File: config.mk
export PLATFORM = sky130hd
export DESIGN_NAME = scancode_set1_decoder_fifo
export DESIGN_NICKNAME = d
export VERILOG_FILES = /design/src/rtl/ssd_pkg.sv /design/src/rtl/scancode_set1_decoder_fifo.sv /design/src/rtl/ssd_front.sv /design/src/rtl/ssd_cmdq.sv /design/src/rtl/ssd_back.sv
export SDC_FILE = /design/constraint.sdc
export NUM_CORES = 2
export LEC_CHECK = 0
export BUFFER_PORTS_ARGS = -buffer_cell sky130_fd_sc_hd__buf_2
export CAP_MARGIN = 15
export CORE_MARGIN = 2
export CORE_UTILIZATION = 55
export DETAILED_ROUTE_END_ITERATION = 12
export PLACE_DENSITY = 0.71
export REMOVE_ABC_BUFFERS = 1
export SLEW_MARGIN = 20
export SYNTH_ARGS = -nofsm -noshare
export SYNTH_HDL_FRONTEND = slang
export SYNTH_HIERARCHICAL = 1
export SYNTH_SLANG_ARGS = --single-unit
File: constraint.sdc
create_clock -name i_clk -period 7.22 [get_ports i_clk]
set_clock_uncertainty 0.2 [all_clocks]
set_input_delay 0.361 -clock i_clk [delete_from_list [all_inputs] [get_ports i_clk]]
set_output_delay 0.361 -clock i_clk [all_outputs]
set_load 0.02 [all_outputs]
File: src/rtl/ssd_pkg.sv
// ----------------------------------------------------------------------------
// ssd_pkg
// Shared types and constants for the set-1 scancode decoder with entry ring.
// ----------------------------------------------------------------------------
package ssd_pkg;

    localparam int RING_DEPTH = 256;
    localparam int RING_AW    = $clog2(RING_DEPTH);
    localparam int ENTRY_W    = 9;

    localparam int CMDQ_DEPTH = 4;
    localparam int CMDQ_AW    = $clog2(CMDQ_DEPTH);
    localparam int CMDQ_CW    = $clog2(CMDQ_DEPTH + 1);

    localparam int OQ_DEPTH   = 4;
    localparam int OQ_AW      = $clog2(OQ_DEPTH);
    localparam int OQ_CW      = $clog2(OQ_DEPTH + 1);

    typedef enum logic [1:0] {
        OP_SCAN = 2'd0,
        OP_CHAR = 2'd1,
        OP_POP  = 2'd2,
        OP_IDLE = 2'd3
    } t_op;

    typedef enum logic [1:0] {
        CMD_NOP  = 2'd0,
        CMD_PUSH = 2'd1,
        CMD_POP  = 2'd2
    } t_cmd_kind;

    typedef struct packed {
        t_cmd_kind          kind;
        logic [ENTRY_W-1:0] entry;
    } t_cmd;

    typedef struct packed {
        logic       pop_ok;
        logic       is_special;
        logic [7:0] code;
    } t_result;

    // scancodes
    localparam logic [7:0] SC_PREFIX     = 8'hE0;
    localparam logic [7:0] SC_LSHIFT_MK  = 8'h2A;
    localparam logic [7:0] SC_RSHIFT_MK  = 8'h36;
    localparam logic [7:0] SC_LSHIFT_BRK = 8'hAA;
    localparam logic [7:0] SC_RSHIFT_BRK = 8'hB6;
    localparam logic [7:0] SC_CTRL_MK    = 8'h1D;
    localparam logic [7:0] SC_CTRL_BRK   = 8'h9D;
    localparam logic [7:0] SC_UP         = 8'h48;
    localparam logic [7:0] SC_DOWN       = 8'h50;
    localparam logic [7:0] SC_LEFT       = 8'h4B;
    localparam logic [7:0] SC_RIGHT      = 8'h4D;
    localparam logic [7:0] SC_DELETE     = 8'h53;
    localparam logic [7:0] SC_HOME       = 8'h47;
    localparam logic [7:0] SC_END        = 8'h4F;
    localparam logic [7:0] SC_PGUP       = 8'h49;
    localparam logic [7:0] SC_PGDN       = 8'h51;
    localparam logic [7:0] SC_INSERT     = 8'h52;

    // special key indexes
    localparam logic [7:0] SP_UP        = 8'd0;
    localparam logic [7:0] SP_DOWN      = 8'd1;
    localparam logic [7:0] SP_LEFT      = 8'd2;
    localparam logic [7:0] SP_RIGHT     = 8'd3;
    localparam logic [7:0] SP_DELETE    = 8'd4;
    localparam logic [7:0] SP_HOME      = 8'd5;
    localparam logic [7:0] SP_END       = 8'd6;
    localparam logic [7:0] SP_PGUP      = 8'd7;
    localparam logic [7:0] SP_PGDN      = 8'd8;
    localparam logic [7:0] SP_INSERT    = 8'd9;
    localparam logic [7:0] SP_CTRL_HOME = 8'd10;
    localparam logic [7:0] SP_CTRL_END  = 8'd11;

endpackage

File: src/rtl/scancode_set1_decoder_fifo.sv
// Items go from the command queue through a stage-two register to the result queue.
// One item per cycle, set by the single ring issue, while the result queue has room.
// Items queue in a four-deep command queue, results in a four-deep result queue.
// Reset (i_rst_n low at a clock edge) clears pointers, shift/ctrl/E0 state and
// both queues; ring contents are not cleared and need no clearing pass.
// ----------------------------------------------------------------------------
// scancode_set1_decoder_fifo
// Set-1 scancode decoder feeding a ring of ASCII and special-key entries.
// ----------------------------------------------------------------------------
module scancode_set1_decoder_fifo
    import ssd_pkg::*;
(
    input  logic       i_clk,
    input  logic       i_rst_n,
    input  logic       push,
    output logic       full,
    input  logic [1:0] i_op,
    input  logic [7:0] i_scancode,
    input  logic [7:0] i_char_in,
    output logic       empty,
    input  logic       pop,
    output logic       o_pop_ok,
    output logic       o_is_special,
    output logic [7:0] o_code
);

    t_cmd w_front_cmd;
    t_cmd w_q_cmd;
    logic w_accept;
    logic w_q_valid;
    logic w_q_pop;

    assign w_accept = push && !full;

    ssd_front u_front (
        .i_clk      (i_clk),
        .i_rst_n    (i_rst_n),
        .i_accept   (w_accept),
        .i_op       (i_op),
        .i_scancode (i_scancode),
        .i_char_in  (i_char_in),
        .o_cmd      (w_front_cmd)
    );

    ssd_cmdq u_cmdq (
        .i_clk   (i_clk),
        .i_rst_n (i_rst_n),
        .i_push  (w_accept),
        .i_cmd   (w_front_cmd),
        .o_full  (full),
        .o_valid (w_q_valid),
        .i_pop   (w_q_pop),
        .o_cmd   (w_q_cmd)
    );

    ssd_back u_back (
        .i_clk        (i_clk),
        .i_rst_n      (i_rst_n),
        .i_cmd_valid  (w_q_valid),
        .i_cmd        (w_q_cmd),
        .o_cmd_pop    (w_q_pop),
        .o_empty      (empty),
        .i_pop        (pop),
        .o_pop_ok     (o_pop_ok),
        .o_is_special (o_is_special),
        .o_code       (o_code)
    );

endmodule

File: src/rtl/ssd_front.sv
// ----------------------------------------------------------------------------
// ssd_front
// Classifies each item into a ring command and tracks shift, ctrl and E0.
// ----------------------------------------------------------------------------
module ssd_front
    import ssd_pkg::*;
(
    input  logic       i_clk,
    input  logic       i_rst_n,
    input  logic       i_accept,
    input  logic [1:0] i_op,
    input  logic [7:0] i_scancode,
    input  logic [7:0] i_char_in,
    output t_cmd       o_cmd
);

    localparam int         MAP_LEN    = 59;
    localparam logic [7:0] MAP_LEN_B  = 8'(MAP_LEN);
    localparam logic [7:0] LOWER_A    = 8'h61;
    localparam logic [7:0] LOWER_Z    = 8'h7A;
    localparam logic [7:0] UPPER_A    = 8'h41;
    localparam logic [7:0] UPPER_Z    = 8'h5A;
    localparam logic [7:0] LOWER_BASE = 8'h60;
    localparam logic [7:0] UPPER_BASE = 8'h40;

    localparam logic [7:0] MAP_PLAIN [0:MAP_LEN-1] = '{
        8'h00, 8'h1B, 8'h31, 8'h32, 8'h33, 8'h34, 8'h35, 8'h36, 8'h37, 8'h38,
        8'h39, 8'h30, 8'h2D, 8'h3D, 8'h08, 8'h09, 8'h71, 8'h77, 8'h65, 8'h72,
        8'h74, 8'h79, 8'h75, 8'h69, 8'h6F, 8'h70, 8'h5B, 8'h5D, 8'h0A, 8'h00,
        8'h61, 8'h73, 8'h64, 8'h66, 8'h67, 8'h68, 8'h6A, 8'h6B, 8'h6C, 8'h3B,
        8'h27, 8'h60, 8'h00, 8'h5C, 8'h7A, 8'h78, 8'h63, 8'h76, 8'h62, 8'h6E,
        8'h6D, 8'h2C, 8'h2E, 8'h2F, 8'h00, 8'h2A, 8'h00, 8'h20, 8'h00
    };

    localparam logic [7:0] MAP_SHIFT [0:MAP_LEN-1] = '{
        8'h00, 8'h1B, 8'h21, 8'h40, 8'h23, 8'h24, 8'h25, 8'h5E, 8'h26, 8'h2A,
        8'h28, 8'h29, 8'h5F, 8'h2B, 8'h08, 8'h09, 8'h51, 8'h57, 8'h45, 8'h52,
        8'h54, 8'h59, 8'h55, 8'h49, 8'h4F, 8'h50, 8'h7B, 8'h7D, 8'h0A, 8'h00,
        8'h41, 8'h53, 8'h44, 8'h46, 8'h47, 8'h48, 8'h4A, 8'h4B, 8'h4C, 8'h3A,
        8'h22, 8'h7E, 8'h00, 8'h7C, 8'h5A, 8'h58, 8'h43, 8'h56, 8'h42, 8'h4E,
        8'h4D, 8'h3C, 8'h3E, 8'h3F, 8'h00, 8'h2A, 8'h00, 8'h20, 8'h00
    };

    logic       r_shift, n_shift;
    logic       r_ctrl, n_ctrl;
    logic       r_prefix, n_prefix;
    logic [7:0] w_char;
    logic [5:0] w_idx;

    assign w_idx  = i_scancode[5:0];
    assign w_char = r_shift ? MAP_SHIFT[w_idx] : MAP_PLAIN[w_idx];

    always_comb begin
        n_shift  = r_shift;
        n_ctrl   = r_ctrl;
        n_prefix = r_prefix;
        o_cmd    = '{kind: CMD_NOP, entry: '0};
        case (t_op'(i_op))
            OP_CHAR: begin
                o_cmd = '{kind: CMD_PUSH, entry: {1'b0, i_char_in}};
            end
            OP_POP: begin
                o_cmd.kind = CMD_POP;
            end
            OP_SCAN: begin
                if (i_scancode == SC_PREFIX) begin
                    n_prefix = 1'b1;
                end else if (r_prefix) begin
                    n_prefix = 1'b0;
                    case (i_scancode)
                        SC_UP:     o_cmd = '{kind: CMD_PUSH, entry: {1'b1, SP_UP}};
                        SC_DOWN:   o_cmd = '{kind: CMD_PUSH, entry: {1'b1, SP_DOWN}};
                        SC_LEFT:   o_cmd = '{kind: CMD_PUSH, entry: {1'b1, SP_LEFT}};
                        SC_RIGHT:  o_cmd = '{kind: CMD_PUSH, entry: {1'b1, SP_RIGHT}};
                        SC_DELETE: o_cmd = '{kind: CMD_PUSH, entry: {1'b1, SP_DELETE}};
                        SC_HOME:   o_cmd = '{kind: CMD_PUSH,
                                             entry: {1'b1, r_ctrl ? SP_CTRL_HOME : SP_HOME}};
                        SC_END:    o_cmd = '{kind: CMD_PUSH,
                                             entry: {1'b1, r_ctrl ? SP_CTRL_END : SP_END}};
                        SC_PGUP:   o_cmd = '{kind: CMD_PUSH, entry: {1'b1, SP_PGUP}};
                        SC_PGDN:   o_cmd = '{kind: CMD_PUSH, entry: {1'b1, SP_PGDN}};
                        SC_INSERT: o_cmd = '{kind: CMD_PUSH, entry: {1'b1, SP_INSERT}};
                        SC_CTRL_MK:  n_ctrl = 1'b1;
                        SC_CTRL_BRK: n_ctrl = 1'b0;
                        default: ;
                    endcase
                end else if (i_scancode == SC_LSHIFT_MK || i_scancode == SC_RSHIFT_MK) begin
                    n_shift = 1'b1;
                end else if (i_scancode == SC_LSHIFT_BRK || i_scancode == SC_RSHIFT_BRK) begin
                    n_shift = 1'b0;
                end else if (i_scancode == SC_CTRL_MK) begin
                    n_ctrl = 1'b1;
                end else if (i_scancode == SC_CTRL_BRK) begin
                    n_ctrl = 1'b0;
                end else if (!i_scancode[7] && i_scancode < MAP_LEN_B && w_char != 8'h00) begin
                    // with ctrl held only letters survive, as control codes
                    if (!r_ctrl) begin
                        o_cmd = '{kind: CMD_PUSH, entry: {1'b0, w_char}};
                    end else if (w_char >= LOWER_A && w_char <= LOWER_Z) begin
                        o_cmd = '{kind: CMD_PUSH, entry: {1'b0, w_char - LOWER_BASE}};
                    end else if (w_char >= UPPER_A && w_char <= UPPER_Z) begin
                        o_cmd = '{kind: CMD_PUSH, entry: {1'b0, w_char - UPPER_BASE}};
                    end
                end
            end
            default: ;
        endcase
    end

    always_ff @(posedge i_clk) begin
        if (!i_rst_n) begin
            r_shift  <= 1'b0;
            r_ctrl   <= 1'b0;
            r_prefix <= 1'b0;
        end else if (i_accept) begin
            r_shift  <= n_shift;
            r_ctrl   <= n_ctrl;
            r_prefix <= n_prefix;
        end
    end

endmodule

File: src/rtl/ssd_cmdq.sv
// ----------------------------------------------------------------------------
// ssd_cmdq
// Short command queue between the classifier and the ring back end.
// ----------------------------------------------------------------------------
module ssd_cmdq
    import ssd_pkg::*;
(
    input  logic i_clk,
    input  logic i_rst_n,
    input  logic i_push,
    input  t_cmd i_cmd,
    output logic o_full,
    output logic o_valid,
    input  logic i_pop,
    output t_cmd o_cmd
);

    t_cmd               r_slot [0:CMDQ_DEPTH-1];
    logic [CMDQ_AW-1:0] r_wr, r_rd;
    logic [CMDQ_CW-1:0] r_count;
    logic               w_push, w_pop;

    assign o_full  = (r_count == CMDQ_CW'(CMDQ_DEPTH));
    assign o_valid = (r_count != '0);
    assign o_cmd   = r_slot[r_rd];
    assign w_push  = i_push && !o_full;
    assign w_pop   = i_pop && o_valid;

    always_ff @(posedge i_clk) begin
        if (w_push) begin
            r_slot[r_wr] <= i_cmd;
        end
    end

    always_ff @(posedge i_clk) begin
        if (!i_rst_n) begin
            r_wr    <= '0;
            r_rd    <= '0;
            r_count <= '0;
        end else begin
            if (w_push) begin
                r_wr <= (r_wr == CMDQ_AW'(CMDQ_DEPTH - 1)) ? '0 : r_wr + 1'b1;
            end
            if (w_pop) begin
                r_rd <= (r_rd == CMDQ_AW'(CMDQ_DEPTH - 1)) ? '0 : r_rd + 1'b1;
            end
            if (w_push && !w_pop) begin
                r_count <= r_count + 1'b1;
            end else if (w_pop && !w_push) begin
                r_count <= r_count - 1'b1;
            end
        end
    end

endmodule

File: src/rtl/ssd_back.sv
// ----------------------------------------------------------------------------
// ssd_back
// Executes ring commands on the entry memory and queues one result per item.
// ----------------------------------------------------------------------------
module ssd_back
    import ssd_pkg::*;
(
    input  logic       i_clk,
    input  logic       i_rst_n,
    input  logic       i_cmd_valid,
    input  t_cmd       i_cmd,
    output logic       o_cmd_pop,
    output logic       o_empty,
    input  logic       i_pop,
    output logic       o_pop_ok,
    output logic       o_is_special,
    output logic [7:0] o_code
);

    logic [ENTRY_W-1:0] r_ring [0:RING_DEPTH-1];
    logic [RING_AW-1:0] r_wr, r_rd;
    logic [RING_AW-1:0] w_wr_next, w_rd_next;
    logic               w_ring_empty, w_ring_full;
    logic               w_issue, w_we, w_re;

    logic               r_s2_valid;
    logic               r_s2_hit;
    logic [ENTRY_W-1:0] r_rd_data;

    t_result            r_oq [0:OQ_DEPTH-1];
    logic [OQ_AW-1:0]   r_oq_wr, r_oq_rd;
    logic [OQ_CW-1:0]   r_oq_count;
    logic [OQ_CW:0]     w_oq_claim;
    logic               w_oq_pop;
    t_result            w_s2_res;
    t_result            w_head;

    assign w_wr_next    = (r_wr == RING_AW'(RING_DEPTH - 1)) ? '0 : r_wr + 1'b1;
    assign w_rd_next    = (r_rd == RING_AW'(RING_DEPTH - 1)) ? '0 : r_rd + 1'b1;
    assign w_ring_empty = (r_rd == r_wr);
    assign w_ring_full  = (w_wr_next == r_rd);

    // issue only when the result queue has a slot for this item
    assign w_oq_claim = {1'b0, r_oq_count} + {{OQ_CW{1'b0}}, r_s2_valid};
    assign w_issue    = i_cmd_valid && (w_oq_claim < (OQ_CW + 1)'(OQ_DEPTH));
    assign o_cmd_pop  = w_issue;

    assign w_we = w_issue && (i_cmd.kind == CMD_PUSH) && !w_ring_full;
    assign w_re = w_issue && (i_cmd.kind == CMD_POP) && !w_ring_empty;

    always_ff @(posedge i_clk) begin
        if (w_we) begin
            r_ring[r_wr] <= i_cmd.entry;
        end
    end

    always_ff @(posedge i_clk) begin
        if (w_re) begin
            r_rd_data <= r_ring[r_rd];
        end
    end

    always_ff @(posedge i_clk) begin
        if (!i_rst_n) begin
            r_wr       <= '0;
            r_rd       <= '0;
            r_s2_valid <= 1'b0;
            r_s2_hit   <= 1'b0;
        end else begin
            if (w_we) begin
                r_wr <= w_wr_next;
            end
            if (w_re) begin
                r_rd <= w_rd_next;
            end
            r_s2_valid <= w_issue;
            r_s2_hit   <= w_re;
        end
    end

    always_comb begin
        w_s2_res = '0;
        if (r_s2_hit) begin
            w_s2_res = '{pop_ok: 1'b1, is_special: r_rd_data[ENTRY_W-1],
                         code: r_rd_data[7:0]};
        end
    end

    assign w_head       = r_oq[r_oq_rd];
    assign o_empty      = (r_oq_count == '0);
    assign o_pop_ok     = w_head.pop_ok;
    assign o_is_special = w_head.is_special;
    assign o_code       = w_head.code;
    assign w_oq_pop     = i_pop && !o_empty;

    always_ff @(posedge i_clk) begin
        if (r_s2_valid) begin
            r_oq[r_oq_wr] <= w_s2_res;
        end
    end

    always_ff @(posedge i_clk) begin
        if (!i_rst_n) begin
            r_oq_wr    <= '0;
            r_oq_rd    <= '0;
            r_oq_count <= '0;
        end else begin
            if (r_s2_valid) begin
                r_oq_wr <= (r_oq_wr == OQ_AW'(OQ_DEPTH - 1)) ? '0 : r_oq_wr + 1'b1;
            end
            if (w_oq_pop) begin
                r_oq_rd <= (r_oq_rd == OQ_AW'(OQ_DEPTH - 1)) ? '0 : r_oq_rd + 1'b1;
            end
            if (r_s2_valid && !w_oq_pop) begin
                r_oq_count <= r_oq_count + 1'b1;
            end else if (w_oq_pop && !r_s2_valid) begin
                r_oq_count <= r_oq_count - 1'b1;
            end
        end
    end

endmodule

---- Yosys cells after proc, flatten, opt, wreduce, memory -nomap -nowiden ----
Memories as Yosys holds them, arrays and structs flattened. A register that Yosys moved wholly into a read port is not among the register bits.
Index checks and enable logic that the tools add are counted.
storage, ports and cells
  register bits ........................... 35
  RAM bits ................................ 2388
  ROM bits ................................ 1024
  input bits .............................. 22
  logic and storage cells ................. 163
  memories ................................ 5
cells by class
  $add $sub $neg .......................... 13
  $lt $le $gt $ge ......................... 7
  eq/ne operators ......................... 33
  mux-type cells .......................... 50
  bitwise operators ....................... 3
  reductions and logical operators ........ 39
memories
  memory            words  bits a word  rd ports  clocked after Yosys merged registers in  write ports  line             text
  u_back.r_ring     256    9            1         1                                        1            ssd_back.sv:20   logic [ENTRY_W-1:0] r_ring [0:RING_DEPTH-1];
  (name not given)  64     8            1         0                                        0            ssd_front.sv:51  assign w_char = r_shift ? MAP_SHIFT[w_idx] : MAP_PLAIN[w_idx];
  (name not given)  64     8            1         0                                        0            ssd_front.sv:51
  u_cmdq.r_slot     4      11           1         1                                        1            ssd_cmdq.sv:18   t_cmd r_slot [0:CMDQ_DEPTH-1];
  u_back.r_oq       4      10           1         1                                        1            ssd_back.sv:30   t_result r_oq [0:OQ_DEPTH-1];
operator list
  operator               count
  $pmux W10 S10          1
  $mux W11               8
  $eq A8 B7 Y1 const B   10
  $mux W8                7
  $eq A8 B8 Y1 const B   6
  $mux W10               3
  $pmux W9 S2            1
  $logic_and A1 B1 Y1    17
  $add A8 B1 Y8 const B  2
  $eq A8 B6 Y1 const B   2
  $eq A8 B8 Y1           2
  $ge A8 B7 Y1 const B   2
  $le A8 B7 Y1 const B   2
  $mux W2                8
  $sub A8 B7 Y8 const B  2
  $mux W1                14
  $eq A2 B2 Y1 const B   6
  $mux W3                4
  $logic_not A1 Y1       9
  $add A2 B1 Y2 const B  4
  $eq A8 B5 Y1 const B   1
  $lt A8 B6 Y1 const B   1
  $mux W4                2
  $reduce_bool A8 Y1     1
  22 further kinds       30

---- Depth between registers and ports, before layout ----
  depth in word-level cells ............... 18
  mapped depth ............................ 13

---- Hierarchy ----
Netlist, hierarchy kept.
by module, submodules not included
  module                      instances  cells each  area each (um2)
  ssd_back                    1          4531        93633.6
  ssd_cmdq                    1          108         2063.2
  ssd_front                   1          285         1948.1
  scancode_set1_decoder_fifo  1          1           13.8

---- Worst setup path before layout ----
OpenSTA, ideal clock, no wires.
  kind .................................... register to register
  from .................................... register with a tool-made name
  to ...................................... memory u_back.r_ring[0][0], data pin
  setup time .............................. 0.551 ns
  arrival time ............................ 2.572 ns
  data required time ...................... 6.469 ns
  slack ................................... 3.896 ns
  stages on the path, launching flop included .. 3
  cells stage by stage .................... dfxtp_1 > clkbuf_1 > mux4_2
RTL lines
  what              line
  end: declaration  ssd_back.sv:20

---- Final worst setup path ----
  from .................................... register u_back.r_rd[0]
  to ...................................... register u_back.r_rd_data[8], read port of u_back.r_ring, data pin
between the ends
  word-level cells in the longest chain between the ends .. 3
ends and longest elaborated chain
  what                      line            text
  start: declaration        ssd_back.sv:21  logic [RING_AW-1:0] r_wr, r_rd;
  start signal: assignment  ssd_back.sv:74  r_rd <= w_rd_next;
  $eq A8 B8 Y1              ssd_back.sv:40  assign w_ring_empty = (r_rd == r_wr);
  $logic_not A1 Y1          ssd_back.sv:49  assign w_re = w_issue && (i_cmd.kind == CMD_POP) && !w_ring_empty;
  $logic_and A1 B1 Y1       ssd_back.sv:49
  end: declaration          ssd_back.sv:28  logic [ENTRY_W-1:0] r_rd_data;
Several ways; a longest one is shown, not always the timed one.
A chain may end at the register's enable or synchronous reset.

==> impl_metrics.yaml <==
timing:
  worst_pin_slew_ns: 1.26
  rsz0062_at_grt: "no"
  setup-tns-final_ns: 0
  report.final.slew_viol_count: 0
  finalCriticalPeriod_ns: 5.25
  hold_ws_ns: 0.0821
  relSlewSlack_pct: 16.2
  report.final.setup_viol: 0
  finalHoldViolCount: 0
  timing.final.crit_share_pct: 72.8
  fmax_mhz: 190
drt:
  via_per_inst: 6.79
  drc: 0
  ant_nets: 0
  vias: 51034
  drt-total-wl_um: 252000
  wl_per_cell_um: 33.5
  first_pass_iters: 6
  drt_iter0_drc: 7374
die:
  die_w_um: 425
  num_rows: 154
  fp.coreArea_um2: 176000
  die-area_um2: 181000
  ioPinCount: 34
  initial_core_util_pct: 55.4
  die_h_um: 425
worst_setup_path:
  cp_common_cell: "buf_4"
  cp-start-kind: "register"
  worst-path-buf-inv: 3
  cp_top_family: "buffers and inverters"
  crit_slowest_cell: "buf_4"
  cpPeakStageDelay_ns: 0.86
  end_kind: "register"
  arrival_ns: 5.68
  worstPathRequired_ns: 7.65
  critical_path_class: "reg2reg"
  worstPathCellList: "buf_12 > buf_4 > buf_4 > mux4_2 > a21oi_1 > o22ai_1 > a2111oi_0 > a22oi_1 > and3_1"
  worst-path-max-fanout: 96
finish:
  synthToLayoutAreaGrowth_pct: 9.89
  diodes: 0
  nets: 5054
  layout-drive-gt1-share_pct: 19.5
clocking:
  cts_buffers: 226
  clkTransAtPathRegs_ns: 0.06
  ctsResizeCount: 0
  cts_hold_buf: 20
  clock_latency_ns: 0.88
  cts-root-buf: "clkbuf_16"
  cts_max_level: 4
  cts_buffer_depth: 3
  cts_setup_buffers: 0
  cts_sinks: 2436
  cts_tree: "built"
pwr:
  finalPower_mw: 33.4
  powerDensity_nw_per_um2: 312
  max-vdd-ir-drop_mv: 0.456
  power_leakage_nw: 32.4
logic_synthesis:
  synth_edf_count: 2397
  synth_cell_types: 96
  syn_avg_cell_area_um2: 19.8
  async_reset_ff_share_pct: 0
  synth_cells: 4925
  syn_area_um2: 97700
  synth_flop_cell: "edfxtp_1"
  synth_seq_cells: 2436
  yosysSeqAreaShare_pct: 74.5
  yosysWarnings: 6
grt:
  grt_pass1_wl_um: 361000
  grt_overflow_total: 0
  antenna_found_initial: 4
  grt.total_usage_pct: 27.9
  grt_pass1_vias: 49602
  grt_max_degree: 213
placement:
  routabilityCongestion: 0.897
  hpwl_um: 149000
  port_buffers: 33
run:
  maxCapViolations: 0
status:
  status: "finished clean"
worst_hold_path:
  hold_path_class: "in2reg"
[flip-flops by register name, indices dropped and copies added, names as in the netlist, named ones only]
register	count
u_cmdq/r_rd	2
u_front/r_ctrl	1
u_back/r_oq	40
u_cmdq/r_slot	44
u_back/r_rd	8
u_back/r_oq_count	3
u_cmdq/r_count	3
u_cmdq/r_wr	2
u_front/r_prefix	1
u_back/r_rd_data	9
u_back/r_s2_hit	1
u_back/r_ring	2304
u_back/r_oq_wr	2
u_back/r_wr	8
u_back/r_s2_valid	1
u_front/r_shift	1
u_back/r_oq_rd	2
[report_power, final]
group | internal (mW) | total [mW] | leakage [nW] | switching [mW]
Clock | 6.65 | 11.9 | 3.57 | 5.21
Sequential | 17.7 | 17.8 | 22.0 | 0.0959
Combinational | 0.713 | 3.79 | 6.84 | 3.08
Total | 25.1 | 33.4 | 32.4 | 8.39
[cells in the final DEF, fill, tap and decap left out, drive strengths merged, types with 19 or more instances in the layout]
| cell type | n |
|---|---|
| o21ai | 72 |
| nand2b | 19 |
| nand4 | 24 |
| buf | 139 |
| ha | 31 |
| dfxtp | 39 |
| nand2 | 128 |
| inv | 36 |
| edfxtp | 2397 |
| bufinv | 24 |
| o22ai | 46 |
| mux4 | 496 |
| a221oi | 53 |
| and2 | 30 |
| clkinv | 106 |
| dlygate4sd3 | 20 |
| a22oi | 55 |
| nor2b | 36 |
| a21oi | 116 |
| nand3 | 48 |
| mux2i | 288 |
| a211oi | 28 |
| clkbuf | 263 |
| o221ai | 37 |
| nor2 | 330 |
[metrics by stage]
step                util [%]  setup slack [ns]  std cells  area, um^2
global route            60.9              1.82       7521      107000
global placement        56.5              1.96       7090       99600
CTS                     60.8              1.84       7520      107000
detailed placement      56.5              1.92       7090       99700
floorplan                  -            -22.78       4612       95500
finish                  60.9              1.97       7521      107000
[worst paths after layout]
| check | start | to | slack (ns) | depth (start not counted) |
|---|---|---|---|---|
| min reg2reg | u_cmdq/r_wr[1] | u_cmdq/r_wr[1] | 0.32 | 2 |
| max | u_back/r_rd[0] | u_back/r_rd_data[8] | 1.97 | 9 |
| min | i_char_in[0] | u_cmdq/r_slot[0][0] | 0.08 | 3 |
| max reg2reg | u_back/r_rd[0] | u_back/r_rd_data[8] | 1.97 | 9 |
[cell usage after synthesis (45+ instances only)]
cell type | n | area share (%)
a21oi_1 | 116 | 0.59
a221oi_1 | 45 | 0.40
a22oi_1 | 55 | 0.42
buf_2 | 103 | 0.53
buf_4 | 57 | 0.44
clkbuf_1 | 82 | 0.32
edfxtp_1 | 2397 | 74
mux2i_1 | 288 | 3.0
mux4_2 | 463 | 11
nand2_1 | 128 | 0.49
nand3_1 | 47 | 0.24
nor2_1 | 329 | 1.3
o21ai_0 | 61 | 0.31
o22ai_1 | 46 | 0.29
[worst min-delay path: stages]
cell and delay (ns):
buf_2 0.09, a22oi_1 0.11, a41oi_1 0.40
[layer usage]
layer / track usage (%) / part of all wire, %
met5: 0 / 0.0071
met4: 11.5 / 4.7
met1: 39.5 / 38
met3: 6.07 / 11
met2: 42.6 / 47
[final cells by class]
class                      count  area (um^2)
clock buffer                 263         5830
clock inverter               147         1550
fill                       12120        69000
inverter                      30          118
multi-input combinational   2146        22700
sequential                  2436        72800
tap                         2340         2930
timing repair buffer         159         1400
[cell families after synthesis]
| kind of cell | Yosys count | synth area share [%] |
|---|---|---|
| xor+xnor | 28 | 0.251 |
| flops | 2436 | 74.5 |
| fa+ha+maj | 33 | 0.438 |
| buf+inv | 343 | 2.37 |
| simple gates | 700 | 3.41 |
| mux | 800 | 14.7 |
| compound gates | 585 | 4.32 |
Note: power is estimated with default switching activity, not from simulation.
